`src/rtl/gps_compass_serial_frame_decoder_unit_assert.svh`:
```
// Assertion macros used by the frame decoder RTL.
`ifndef GPS_COMPASS_SERIAL_FRAME_DECODER_UNIT_ASSERT_SVH
`define GPS_COMPASS_SERIAL_FRAME_DECODER_UNIT_ASSERT_SVH

// Same-cycle implication, disabled while reset is asserted.
`define GCSFD_ASSERT_IMPL(label, clk, rst_n, ante, cons) \
	label: assert property (@(posedge clk) disable iff (!rst_n) (ante) |-> (cons)) \
		else $error("frame decoder assertion failed");

// Next-cycle implication, disabled while reset is asserted.
`define GCSFD_ASSERT_NEXT(label, clk, rst_n, ante, cons) \
	label: assert property (@(posedge clk) disable iff (!rst_n) (ante) |=> (cons)) \
		else $error("frame decoder assertion failed");

`endif

```
`src/rtl/gcsfd_pkg.sv`:
```
// Package with the frame constants and result type of the frame decoder.
`default_nettype none

package gcsfd_pkg;

	// Frame framing bytes and the accepted id/length pairs.
	localparam logic [7:0] SYNC_1      = 8'h55;
	localparam logic [7:0] SYNC_2      = 8'hAA;
	localparam logic [7:0] ID_GPS      = 8'h10;
	localparam logic [7:0] ID_COMPASS  = 8'h20;
	localparam logic [7:0] LEN_GPS     = 8'h3A;
	localparam logic [7:0] LEN_COMPASS = 8'h06;

	// Only the first bytes of a payload carry fields that are decoded.
	localparam int CAP_BYTES = 56;

	// Payload byte offsets of the decoded fields.
	localparam int OFS_TIME   = 0;
	localparam int OFS_LON    = 4;
	localparam int OFS_LAT    = 8;
	localparam int OFS_ALT    = 12;
	localparam int OFS_NVEL   = 28;
	localparam int OFS_EVEL   = 32;
	localparam int OFS_DVEL   = 36;
	localparam int OFS_VDOP   = 42;
	localparam int OFS_NDOP   = 44;
	localparam int OFS_EDOP   = 46;
	localparam int OFS_SATS   = 48;
	localparam int OFS_FTYPE  = 50;
	localparam int OFS_FFLAG  = 52;
	localparam int OFS_MASK   = 55;
	localparam int OFS_MAG_X  = 0;
	localparam int OFS_MAG_Y  = 2;
	localparam int OFS_MAGKEY = 4;

	// Fix decoding.
	localparam logic [7:0] FIX_TYPE_2D = 8'h02;
	localparam logic [7:0] FIX_TYPE_3D = 8'h03;
	localparam logic [7:0] FLAG_DIFF   = 8'h02;

	localparam logic [1:0] FIX_NONE = 2'd0;
	localparam logic [1:0] FIX_2D   = 2'd1;
	localparam logic [1:0] FIX_3D   = 2'd2;
	localparam logic [1:0] FIX_DIFF = 2'd3;

	localparam logic KIND_GPS     = 1'b0;
	localparam logic KIND_COMPASS = 1'b1;

	// One decoded result.
	typedef struct packed {
		logic               frame_kind;
		logic [31:0]        time_word;
		logic [5:0]         corrected_day;
		logic signed [31:0] lon_or_mag_x;
		logic signed [31:0] lat_or_mag_y;
		logic signed [31:0] altitude_mm;
		logic signed [31:0] north_velocity;
		logic signed [31:0] east_velocity;
		logic signed [31:0] climb_rate;
		logic [47:0]        dop_triple;
		logic [7:0]         satellites;
		logic [1:0]         fix_class;
	} res_t;

endpackage

`default_nettype wire

```
`src/rtl/gcsfd_byte_if.sv`:
```
// Valid/ready channel that carries one received serial byte per beat.
`default_nettype none

interface gcsfd_byte_if;
	logic       valid;
	logic       ready;
	logic [7:0] rx_byte;

	modport source (output valid, output rx_byte, input ready);
	modport sink (input valid, input rx_byte, output ready);
endinterface

`default_nettype wire

```
`src/rtl/gcsfd_result_if.sv`:
```
// Valid/ready channel that carries one decoded frame result per beat.
`default_nettype none

interface gcsfd_result_if;
	logic               valid;
	logic               ready;
	logic               frame_kind;
	logic [31:0]        time_word;
	logic [5:0]         corrected_day;
	logic signed [31:0] lon_or_mag_x;
	logic signed [31:0] lat_or_mag_y;
	logic signed [31:0] altitude_mm;
	logic signed [31:0] north_velocity;
	logic signed [31:0] east_velocity;
	logic signed [31:0] climb_rate;
	logic [47:0]        dop_triple;
	logic [7:0]         satellites;
	logic [1:0]         fix_class;

	modport source (
		output valid, frame_kind, time_word, corrected_day, lon_or_mag_x, lat_or_mag_y,
		output altitude_mm, north_velocity, east_velocity, climb_rate, dop_triple,
		output satellites, fix_class,
		input ready
	);
	modport sink (
		input valid, frame_kind, time_word, corrected_day, lon_or_mag_x, lat_or_mag_y,
		input altitude_mm, north_velocity, east_velocity, climb_rate, dop_triple,
		input satellites, fix_class,
		output ready
	);
endinterface

`default_nettype wire

```
`src/rtl/gps_compass_serial_frame_decoder_unit.sv`:
```
// Serial frame decoder: one received byte per beat in, one decoded frame result out.
//
// The rx channel takes one serial byte per beat. The decoder hunts for the 55 AA
// header, checks the id/length pair, collects the payload and verifies the two
// running-sum checksum bytes. Any byte that does not fit sends it back to hunting.
// A frame that passes gives one beat on the res channel: a gps frame carries the
// unmasked time, position, velocity, dop and fix fields, a compass frame carries
// x and y centred on the running min/max of all compass readings seen so far.
// Throughput is one byte per cycle while rx.ready is high. A byte is registered on
// entry and decoded from that input register; a frame's result is written once its
// last checksum byte is decoded. The result sits in an output register, so bytes keep
// flowing while it waits; only when that register is still full and res.ready is
// low does rx.ready drop, and it rises again as soon as the result is taken.
// Reset returns the decoder to hunting, clears both checksums and the compass
// min/max store, and empties the input and output registers.
`default_nettype none
`include "gps_compass_serial_frame_decoder_unit_assert.svh"

module gps_compass_serial_frame_decoder_unit
	import gcsfd_pkg::*;
(
	input  wire            clk,
	input  wire            arst_n,
	gcsfd_byte_if.sink     rx,
	gcsfd_result_if.source res
);

	typedef enum logic [2:0] {
		PH_HUNT,
		PH_SYNC2,
		PH_ID,
		PH_LEN,
		PH_PAYLOAD,
		PH_CHK_A,
		PH_CHK_B
	} phase_t;

	// Input register.
	logic       v_s1;
	logic [7:0] b_s1;

	// Frame state.
	phase_t      phase_q, phase_nx;
	logic        id_gps_q, id_cmp_q;
	logic [5:0]  len_q;
	logic [5:0]  cnt_q;
	logic [7:0]  sa_q, sb_q;
	logic [7:0]  pl_q [CAP_BYTES];
	logic signed [15:0] xmax_q, xmin_q, ymax_q, ymin_q;

	// Output register.
	logic res_valid_q;
	res_t res_q;

	logic       adv;
	logic       done;
	logic       clr_sums;
	logic       add_sum;
	logic [7:0] sa_add, sb_add;
	logic [5:0] cnt_inc;

	// The decode stage moves whenever it holds a byte and the output register can take a result.
	assign adv      = v_s1 && (!res_valid_q || res.ready);
	assign rx.ready = !v_s1 || !res_valid_q || res.ready;

	// Input register.
	always_ff @(posedge clk or negedge arst_n) begin
		if (!arst_n) begin
			v_s1 <= 1'b0;
		end else if (rx.ready) begin
			v_s1 <= rx.valid;
		end
	end

	always_ff @(posedge clk) begin
		if (rx.ready && rx.valid) begin
			b_s1 <= rx.rx_byte;
		end
	end

	// Running checksums over id, length and payload.
	assign sa_add  = sa_q + b_s1;
	assign sb_add  = sb_q + sa_add;
	assign cnt_inc = cnt_q + 6'd1;

	// Next phase for the byte in the decode stage.
	always_comb begin
		phase_nx = PH_HUNT;
		done     = 1'b0;
		clr_sums = 1'b0;
		add_sum  = 1'b0;
		case (phase_q)
			PH_HUNT: begin
				if (b_s1 == SYNC_1) phase_nx = PH_SYNC2;
			end
			PH_SYNC2: begin
				if (b_s1 == SYNC_2) begin
					phase_nx = PH_ID;
					clr_sums = 1'b1;
				end
			end
			PH_ID: begin
				phase_nx = PH_LEN;
				add_sum  = 1'b1;
			end
			PH_LEN: begin
				if ((id_gps_q && b_s1 == LEN_GPS) || (id_cmp_q && b_s1 == LEN_COMPASS)) begin
					phase_nx = PH_PAYLOAD;
					add_sum  = 1'b1;
				end
			end
			PH_PAYLOAD: begin
				add_sum  = 1'b1;
				phase_nx = (cnt_inc >= len_q) ? PH_CHK_A : PH_PAYLOAD;
			end
			PH_CHK_A: begin
				if (b_s1 == sa_q) phase_nx = PH_CHK_B;
			end
			PH_CHK_B: begin
				if (b_s1 == sb_q) done = 1'b1;
			end
			default: begin
				phase_nx = PH_HUNT;
			end
		endcase
	end

	// Payload capture; only the first CAP_BYTES bytes, which hold all decoded fields, are kept.
	always_ff @(posedge clk) begin
		if (adv && phase_q == PH_PAYLOAD && cnt_q < 6'(CAP_BYTES)) begin
			pl_q[cnt_q] <= b_s1;
		end
	end

	function automatic logic [31:0] get32(input logic [7:0] b0, input logic [7:0] b1,
			input logic [7:0] b2, input logic [7:0] b3, input logic [7:0] m);
		get32 = {b3 ^ m, b2 ^ m, b1 ^ m, b0 ^ m};
	endfunction

	function automatic logic [15:0] get16(input logic [7:0] b0, input logic [7:0] b1,
			input logic [7:0] m);
		get16 = {b1 ^ m, b0 ^ m};
	endfunction

	// Gps field decode.
	logic [7:0]  gm;
	logic [31:0] g_time, g_down;
	logic [7:0]  g_ftype, g_fflag;
	logic [1:0]  g_fix;

	assign gm      = pl_q[OFS_MASK];
	assign g_time  = get32(pl_q[OFS_TIME], pl_q[OFS_TIME+1], pl_q[OFS_TIME+2],
		pl_q[OFS_TIME+3], gm);
	assign g_down  = get32(pl_q[OFS_DVEL], pl_q[OFS_DVEL+1], pl_q[OFS_DVEL+2],
		pl_q[OFS_DVEL+3], gm);
	assign g_ftype = pl_q[OFS_FTYPE] ^ gm;
	assign g_fflag = pl_q[OFS_FFLAG] ^ gm;

	always_comb begin
		if (g_ftype == FIX_TYPE_2D) begin
			g_fix = FIX_2D;
		end else if (g_ftype == FIX_TYPE_3D) begin
			g_fix = FIX_3D;
		end else begin
			g_fix = FIX_NONE;
		end
		if (g_fix != FIX_NONE && (g_fflag & FLAG_DIFF) != 8'h00) begin
			g_fix = FIX_DIFF;
		end
	end

	// Compass decode: key byte mask, extremes update and centring.
	logic [7:0]         ck, cm;
	logic signed [15:0] cx, cy;
	logic signed [15:0] xmax_nx, xmin_nx, ymax_nx, ymin_nx;
	logic signed [16:0] xsum, ysum, xsum_r, ysum_r;
	logic signed [15:0] xmid, ymid;
	logic signed [31:0] cx_c, cy_c;

	assign ck = pl_q[OFS_MAGKEY];
	assign cm = {ck[4:1], ck[3:0] ^ ck[7:4]} ^ {ck[0], 3'b000, ck[0], 3'b000};
	assign cx = get16(pl_q[OFS_MAG_X], pl_q[OFS_MAG_X+1], cm);
	assign cy = get16(pl_q[OFS_MAG_Y], pl_q[OFS_MAG_Y+1], cm);

	assign xmax_nx = (cx > xmax_q) ? cx : xmax_q;
	assign xmin_nx = (cx < xmin_q) ? cx : xmin_q;
	assign ymax_nx = (cy > ymax_q) ? cy : ymax_q;
	assign ymin_nx = (cy < ymin_q) ? cy : ymin_q;

	// Halving rounds toward zero: add one to a negative sum before the shift.
	assign xsum   = 17'(xmax_nx) + 17'(xmin_nx);
	assign ysum   = 17'(ymax_nx) + 17'(ymin_nx);
	assign xsum_r = xsum + {16'd0, xsum[16]};
	assign ysum_r = ysum + {16'd0, ysum[16]};
	assign xmid   = xsum_r[16:1];
	assign ymid   = ysum_r[16:1];
	assign cx_c   = 32'(cx) - 32'(xmid);
	assign cy_c   = 32'(cy) - 32'(ymid);

	// Result assembly.
	res_t res_nx;

	always_comb begin
		res_nx = '0;
		if (id_gps_q) begin
			res_nx.frame_kind     = KIND_GPS;
			res_nx.time_word      = g_time;
			res_nx.corrected_day  = {1'b0, g_time[20:16]} + {5'd0, (g_time[15:12] > 4'd7)};
			res_nx.lon_or_mag_x   = get32(pl_q[OFS_LON], pl_q[OFS_LON+1], pl_q[OFS_LON+2],
				pl_q[OFS_LON+3], gm);
			res_nx.lat_or_mag_y   = get32(pl_q[OFS_LAT], pl_q[OFS_LAT+1], pl_q[OFS_LAT+2],
				pl_q[OFS_LAT+3], gm);
			res_nx.altitude_mm    = get32(pl_q[OFS_ALT], pl_q[OFS_ALT+1], pl_q[OFS_ALT+2],
				pl_q[OFS_ALT+3], gm);
			res_nx.north_velocity = get32(pl_q[OFS_NVEL], pl_q[OFS_NVEL+1], pl_q[OFS_NVEL+2],
				pl_q[OFS_NVEL+3], gm);
			res_nx.east_velocity  = get32(pl_q[OFS_EVEL], pl_q[OFS_EVEL+1], pl_q[OFS_EVEL+2],
				pl_q[OFS_EVEL+3], gm);
			res_nx.climb_rate     = (g_down == 32'h8000_0000) ? 32'h7FFF_FFFF : (32'd0 - g_down);
			res_nx.dop_triple     = {get16(pl_q[OFS_VDOP], pl_q[OFS_VDOP+1], gm),
				get16(pl_q[OFS_NDOP], pl_q[OFS_NDOP+1], gm),
				get16(pl_q[OFS_EDOP], pl_q[OFS_EDOP+1], gm)};
			res_nx.satellites     = pl_q[OFS_SATS];
			res_nx.fix_class      = g_fix;
		end else begin
			res_nx.frame_kind   = KIND_COMPASS;
			res_nx.lon_or_mag_x = cx_c;
			res_nx.lat_or_mag_y = cy_c;
		end
	end

	// Frame state, compass extremes and the output register.
	always_ff @(posedge clk or negedge arst_n) begin
		if (!arst_n) begin
			phase_q     <= PH_HUNT;
			id_gps_q    <= 1'b0;
			id_cmp_q    <= 1'b0;
			len_q       <= '0;
			cnt_q       <= '0;
			sa_q        <= '0;
			sb_q        <= '0;
			xmax_q      <= '0;
			xmin_q      <= '0;
			ymax_q      <= '0;
			ymin_q      <= '0;
			res_valid_q <= 1'b0;
			res_q       <= '0;
		end else begin
			if (res_valid_q && res.ready) begin
				res_valid_q <= 1'b0;
			end
			if (adv) begin
				phase_q <= phase_nx;
				if (clr_sums) begin
					sa_q <= '0;
					sb_q <= '0;
				end else if (add_sum) begin
					sa_q <= sa_add;
					sb_q <= sb_add;
				end
				if (phase_q == PH_ID) begin
					id_gps_q <= (b_s1 == ID_GPS);
					id_cmp_q <= (b_s1 == ID_COMPASS);
				end
				if (phase_q == PH_LEN) begin
					len_q <= b_s1[5:0];
					cnt_q <= '0;
				end
				if (phase_q == PH_PAYLOAD) begin
					cnt_q <= cnt_inc;
				end
				if (done) begin
					res_valid_q <= 1'b1;
					res_q       <= res_nx;
					if (!id_gps_q) begin
						xmax_q <= xmax_nx;
						xmin_q <= xmin_nx;
						ymax_q <= ymax_nx;
						ymin_q <= ymin_nx;
					end
				end
			end
		end
	end

	assign res.valid          = res_valid_q;
	assign res.frame_kind     = res_q.frame_kind;
	assign res.time_word      = res_q.time_word;
	assign res.corrected_day  = res_q.corrected_day;
	assign res.lon_or_mag_x   = res_q.lon_or_mag_x;
	assign res.lat_or_mag_y   = res_q.lat_or_mag_y;
	assign res.altitude_mm    = res_q.altitude_mm;
	assign res.north_velocity = res_q.north_velocity;
	assign res.east_velocity  = res_q.east_velocity;
	assign res.climb_rate     = res_q.climb_rate;
	assign res.dop_triple     = res_q.dop_triple;
	assign res.satellites     = res_q.satellites;
	assign res.fix_class      = res_q.fix_class;

	// A new result only follows a byte decoded in the second checksum phase.
	`GCSFD_ASSERT_IMPL(a_res_after_chk, clk, arst_n, $rose(res_valid_q), $past(phase_q) == PH_CHK_B)
	// After a frame completes the decoder is hunting again.
	`GCSFD_ASSERT_NEXT(a_hunt_after_done, clk, arst_n, adv && done, phase_q == PH_HUNT)
	// The payload count stays below the frame length while collecting.
	`GCSFD_ASSERT_IMPL(a_cnt_in_frame, clk, arst_n, phase_q == PH_PAYLOAD, cnt_q < len_q)
	// The stored extremes never cross.
	`GCSFD_ASSERT_IMPL(a_x_extremes, clk, arst_n, 1'b1, xmax_q >= xmin_q)
	`GCSFD_ASSERT_IMPL(a_y_extremes, clk, arst_n, 1'b1, ymax_q >= ymin_q)

endmodule

`default_nettype wire

```
`src/flat_wrapper.sv`:
```
// flat-port wrapper written by rule: the top's interface ports become plain ports
module gps_compass_serial_frame_decoder_unit_flat import gcsfd_pkg::*;
  (clk, arst_n, rx_valid, rx_rx_byte, rx_ready, res_valid, res_frame_kind, res_time_word, res_corrected_day, res_lon_or_mag_x, res_lat_or_mag_y, res_altitude_mm, res_north_velocity, res_east_velocity, res_climb_rate, res_dop_triple, res_satellites, res_fix_class, res_ready);
  gcsfd_byte_if rx_i ();
  gcsfd_result_if res_i ();
  input  wire clk;
  input  wire arst_n;
  input wire logic [$bits(rx_i.valid)-1:0] rx_valid;
  input wire logic [$bits(rx_i.rx_byte)-1:0] rx_rx_byte;
  output wire logic [$bits(rx_i.ready)-1:0] rx_ready;
  output wire logic [$bits(res_i.valid)-1:0] res_valid;
  output wire logic [$bits(res_i.frame_kind)-1:0] res_frame_kind;
  output wire logic [$bits(res_i.time_word)-1:0] res_time_word;
  output wire logic [$bits(res_i.corrected_day)-1:0] res_corrected_day;
  output wire logic [$bits(res_i.lon_or_mag_x)-1:0] res_lon_or_mag_x;
  output wire logic [$bits(res_i.lat_or_mag_y)-1:0] res_lat_or_mag_y;
  output wire logic [$bits(res_i.altitude_mm)-1:0] res_altitude_mm;
  output wire logic [$bits(res_i.north_velocity)-1:0] res_north_velocity;
  output wire logic [$bits(res_i.east_velocity)-1:0] res_east_velocity;
  output wire logic [$bits(res_i.climb_rate)-1:0] res_climb_rate;
  output wire logic [$bits(res_i.dop_triple)-1:0] res_dop_triple;
  output wire logic [$bits(res_i.satellites)-1:0] res_satellites;
  output wire logic [$bits(res_i.fix_class)-1:0] res_fix_class;
  input wire logic [$bits(res_i.ready)-1:0] res_ready;
  assign rx_i.valid = rx_valid;
  assign rx_i.rx_byte = rx_rx_byte;
  assign rx_ready = rx_i.ready;
  assign res_valid = res_i.valid;
  assign res_frame_kind = res_i.frame_kind;
  assign res_time_word = res_i.time_word;
  assign res_corrected_day = res_i.corrected_day;
  assign res_lon_or_mag_x = res_i.lon_or_mag_x;
  assign res_lat_or_mag_y = res_i.lat_or_mag_y;
  assign res_altitude_mm = res_i.altitude_mm;
  assign res_north_velocity = res_i.north_velocity;
  assign res_east_velocity = res_i.east_velocity;
  assign res_climb_rate = res_i.climb_rate;
  assign res_dop_triple = res_i.dop_triple;
  assign res_satellites = res_i.satellites;
  assign res_fix_class = res_i.fix_class;
  assign res_i.ready = res_ready;
  gps_compass_serial_frame_decoder_unit u_core (.clk(clk), .arst_n(arst_n), .rx(rx_i), .res(res_i));
endmodule
```
`config.mk`:
```
export PLATFORM = sky130hd
export DESIGN_NAME = gps_compass_serial_frame_decoder_unit_flat
export DESIGN_NICKNAME = d
export VERILOG_FILES = /design/src/rtl/gcsfd_pkg.sv /design/src/rtl/gcsfd_byte_if.sv /design/src/rtl/gcsfd_result_if.sv /design/src/rtl/gps_compass_serial_frame_decoder_unit.sv /design/src/flat_wrapper.sv
export VERILOG_INCLUDE_DIRS = /design/src /design/src/rtl
export SDC_FILE = /design/constraint.sdc
export NUM_CORES = 1
export LEC_CHECK = 0
export BUFFER_PORTS_ARGS = -buffer_cell sky130_fd_sc_hd__clkbuf_2
export CAP_MARGIN = 20
export CORE_UTILIZATION = 35
export DETAILED_ROUTE_END_ITERATION = 12
export SKIP_CTS_REPAIR_TIMING = 1
export SLEW_MARGIN = 40
export SYNTH_ARGS = -nofsm -noshare
export SYNTH_HDL_FRONTEND = slang
export SYNTH_SLANG_ARGS = --single-unit
export TNS_END_PERCENT = 30
```
`constraint.sdc`:
```
create_clock -name clk -period 7.95 [get_ports clk]
set_input_delay 0.795 -clock clk [delete_from_list [all_inputs] [get_ports clk]]
set_output_delay 0.795 -clock clk [all_outputs]
set_load 0.02 [all_outputs]
```
==> impl_metrics.json <==
{
  "run_status": "completed",
  "postSynthRegisterBits": 693,
  "setup_ws_ns": 0.4256,
  "power.ir.vdd_worst_mv": 0.1424,
  "tritoncts.num_buffers": 80,
  "critical_path.max_fanout": 16,
  "synth_sequential_area_ratio_pct": 53.77,
  "synth_top_cell_area_share_pct": 27.67,
  "wl_per_cell_um": 22.32,
  "fp.coreArea_sq_um": 98850,
  "min_period_over_period_pct": 94.65,
  "finalWeightedCongestion": 0.9409,
  "drt_first_iter_violations": 1991,
  "critical-path-top-cell-by-count": "ha_1",
  "yosys.area.top_type": "dfrtp_1",
  "syn-cell-area_sq_um": 35090,
  "clock_path_buffers": 3,
  "postSynthNetCount": 3474,
  "yosysWarnings": 0,
  "critical_path_arrival_ns": 8.10,
  "row_count": 115,
  "avgSynthCellArea_sq_um": 10.63,
  "postRouteAntennaNets": 0,
  "timing.critical_path.slowest_stage_cell": "edfxtp_1",
  "hold_path_class": "in -> async",
  "cts.clk_slew.worst_paths_ns": 0.06,
  "dieHeight_um": 318.6,
  "ctsHtreeMaxLevel": 3,
  "postSynth.topFlopCell": "dfrtp_1",
  "route.vias.total": 25680,
  "instance_count_of_the_mapped_netlist": 3302,
  "netlist_top_cells_count": "586 x nand2_1, 388 x dfrtp_1, 305 x edfxtp_1, 288 x xor2_1, 263 x nand3_1",
  "final_period_minus_worst_setup_slack_ns": 7.524,
  "fin_total_pwr_uw": 7498,
  "count_of_buffers_inserted_at_the_top_level_ports": 302,
  "globalRoute.totalOverflow": 0,
  "cts_tree": "yes",
  "worst_slew_pin_slew_ns": 0.8799,
  "clockRootBuffer": "clkbuf_16",
  "worstSetupEndpointType": "flip-flop",
  "setup-tns-final_ns": 0,
  "crit_type": "reg -> reg",
  "clk_latency_ns": 0.65,
  "synth_async_sr_flop_share_pct": 55.99,
  "finalNetCount": 3797,
  "slew_violations": 0,
  "synth.distinct_cells": 73,
  "detail_route.first_pass.iterations": 5,
  "number_of_flops_mapped_to_enable_cells_by_yosys": 305,
  "total_power_density_per_cell_area_nw_per_um2": 182.1,
  "max_freq_mhz": 132.9,
  "antenna_violations_before_repair": 5,
  "synth.top_cells.by_area": "dfrtp_1 28%, edfxtp_1 26%, xor2_1 7.2%",
  "worst_slew_margin_rel_pct": 41.34,
  "gr-usage-all-layers_pct": 21.65,
  "setup_viol": 0,
  "largest_stage_delay_on_the_critical_path_ns": 0.52,
  "die_w_um": 318.6,
  "ports_placed_on_the_boundary": 303,
  "initial_utilization_pct": 35.50,
  "critPathRequiredTime_ns": 8.52,
  "maximum_number_of_pins_on_one_net_before_global_route_repair": 183,
  "routed_via_density": 5.160,
  "p_leak_uw": 0.01860,
  "area_delta_synth_final_pct": 17.33,
  "clock_sink_count": 693,
  "drv.max_cap_violation_count": 0,
  "detailedPlacementHpwl_um": 73070,
  "worst_clock_skew_ns": 0.03857,
  "vias_in_the_first_global_route": 25690,
  "routed_wl_um": 111100,
  "timing.critical_path.from_type": "flip-flop",
  "n_antenna_cell": 0,
  "die_area_sq_um": 101500,
  "detailedPlace.worstSlack_ns": 0.09198,
  "count_of_unresolved_drc_violations_after_routing": 0,
  "post_route_cells_drive_above_1_share_pct": 18.29,
  "synthMostInstantiatedCell": "nand2_1",
  "hold_viol_final": 0,
  "grt_pass1_wl_um": 165600
}
[worst paths after layout]
path,to,cells after the start,slack (ns),startpoint
max,u_core.res.lat_or_mag_y[30],36,0.43,u_core.pl_q[4][0]
min,u_core.res.climb_rate[20],1,0.08,arst_n
max reg2reg,u_core.res.lat_or_mag_y[30],36,0.43,u_core.pl_q[4][0]
min reg2reg,u_core.res.dop_triple[2],2,0.46,u_core.res.dop_triple[2]
max in group asynchronous,u_core.res.east_velocity[22],3,6.46,arst_n
min in group clk,u_core.b_s1[1],1,0.34,rx_rx_byte[1]
[cells by family (layout without fill, tap and decap cells)]
| kind of cell | count (synthesis) | after routing | share of synthesized area [%] |
|---|---|---|---|
| mux | 112 | 112 | 3.648 |
| xor+xnor | 445 | 445 | 11.18 |
| flops | 693 | 693 | 53.77 |
| buf+inv | 269 | 657 | 2.970 |
| compound gates | 420 | 420 | 7.302 |
| simple gates | 1203 | 1203 | 15.30 |
| fa+ha+maj | 160 | 160 | 5.833 |
[metrics by stage]
stage	hold slack (ns)	util [%]	cell area (sq um)	cells
finish	0.07862	41.65	41170	4977
global route	0.1166	41.65	41170	4977
CTS	0.09147	41.44	40970	4968
detailed placement	0.4556	38.91	38460	4821
global placement	0.4513	38.84	38390	4820
floorplan	0.4528	-	35090	3302
[cells in the final DEF (no fill, tap or decap), types with 43 or more instances in the layout]
| master | instances |
|---|---|
| dfrtp_1 | 387 |
| nand3_1 | 263 |
| clkbuf_16 | 81 |
| edfxtp_1 | 305 |
| nor2_1 | 140 |
| o21ai_0 | 142 |
| xnor2_1 | 150 |
| ha_1 | 154 |
| a21oi_1 | 120 |
| nand2_1 | 585 |
| buf_4 | 100 |
| xor2_1 | 287 |
| mux2_2 | 95 |
| a21o_1 | 43 |
| clkbuf_2 | 301 |
| inv_1 | 97 |
[report_power, final]
group / internal [uW] / leakage (uW) / switching [uW] / total [uW]
clock network: 2050 / 0.00120 / 1530 / 3580
logic: 24.3 / 0.00924 / 132 / 157
registers: 3760 / 0.00816 / 2.37 / 3760
[area by class of cell]
cell class / count / area (sq um)
Inverter: 97 / 364.1
Multi-Input combinational cell: 2340 / 15320
Tap cell: 1287 / 1610
Clock buffer: 118 / 2266
Sequential cell: 693 / 18870
Clock inverter: 29 / 237.7
Timing Repair Buffer: 413 / 2497
Fill cell: 9598 / 57680
[critical path, delay by kind of cell (launching register included)]
| kind | cells | cell delay (ns) |
|---|---|---|
| AOI/OAI and AO/OA | 12 | 2.55 |
| xor gates and xnor gates | 5 | 1.06 |
| adders and majority gates | 5 | 1.15 |
| buffers and inverters | 3 | 0.43 |
| DFF | 1 | 0.52 |
| muxes | 1 | 0.33 |
| and+or+nand+nor | 10 | 1.42 |
[routing by layer]
metal | wire length [um] | vias to the layer above | global-route usage (%)
met5 | 0 | - | 0
met4 | 2942 | 0 | 6.323
met3 | 5091 | 145 | 2.766
met2 | 53740 | 660 | 36.05
met1 | 49330 | 12890 | 29.35
li1 | - | 11990 | -
[registers in the layout (all words and copies together) (netlist names), 16 cells and up]
signal / cells
u_core.xmin_q: 16
u_core.res.north_velocity: 32
u_core.res.lon_or_mag_x: 32
u_core.res.climb_rate: 32
u_core.ymin_q: 16
u_core.pl_q: 297
u_core.xmax_q: 16
u_core.ymax_q: 16
u_core.res.time_word: 32
u_core.res.lat_or_mag_y: 32
u_core.res.altitude_mm: 32
u_core.res.east_velocity: 32
u_core.res.dop_triple: 48
Power figures use the tool's default switching activity.
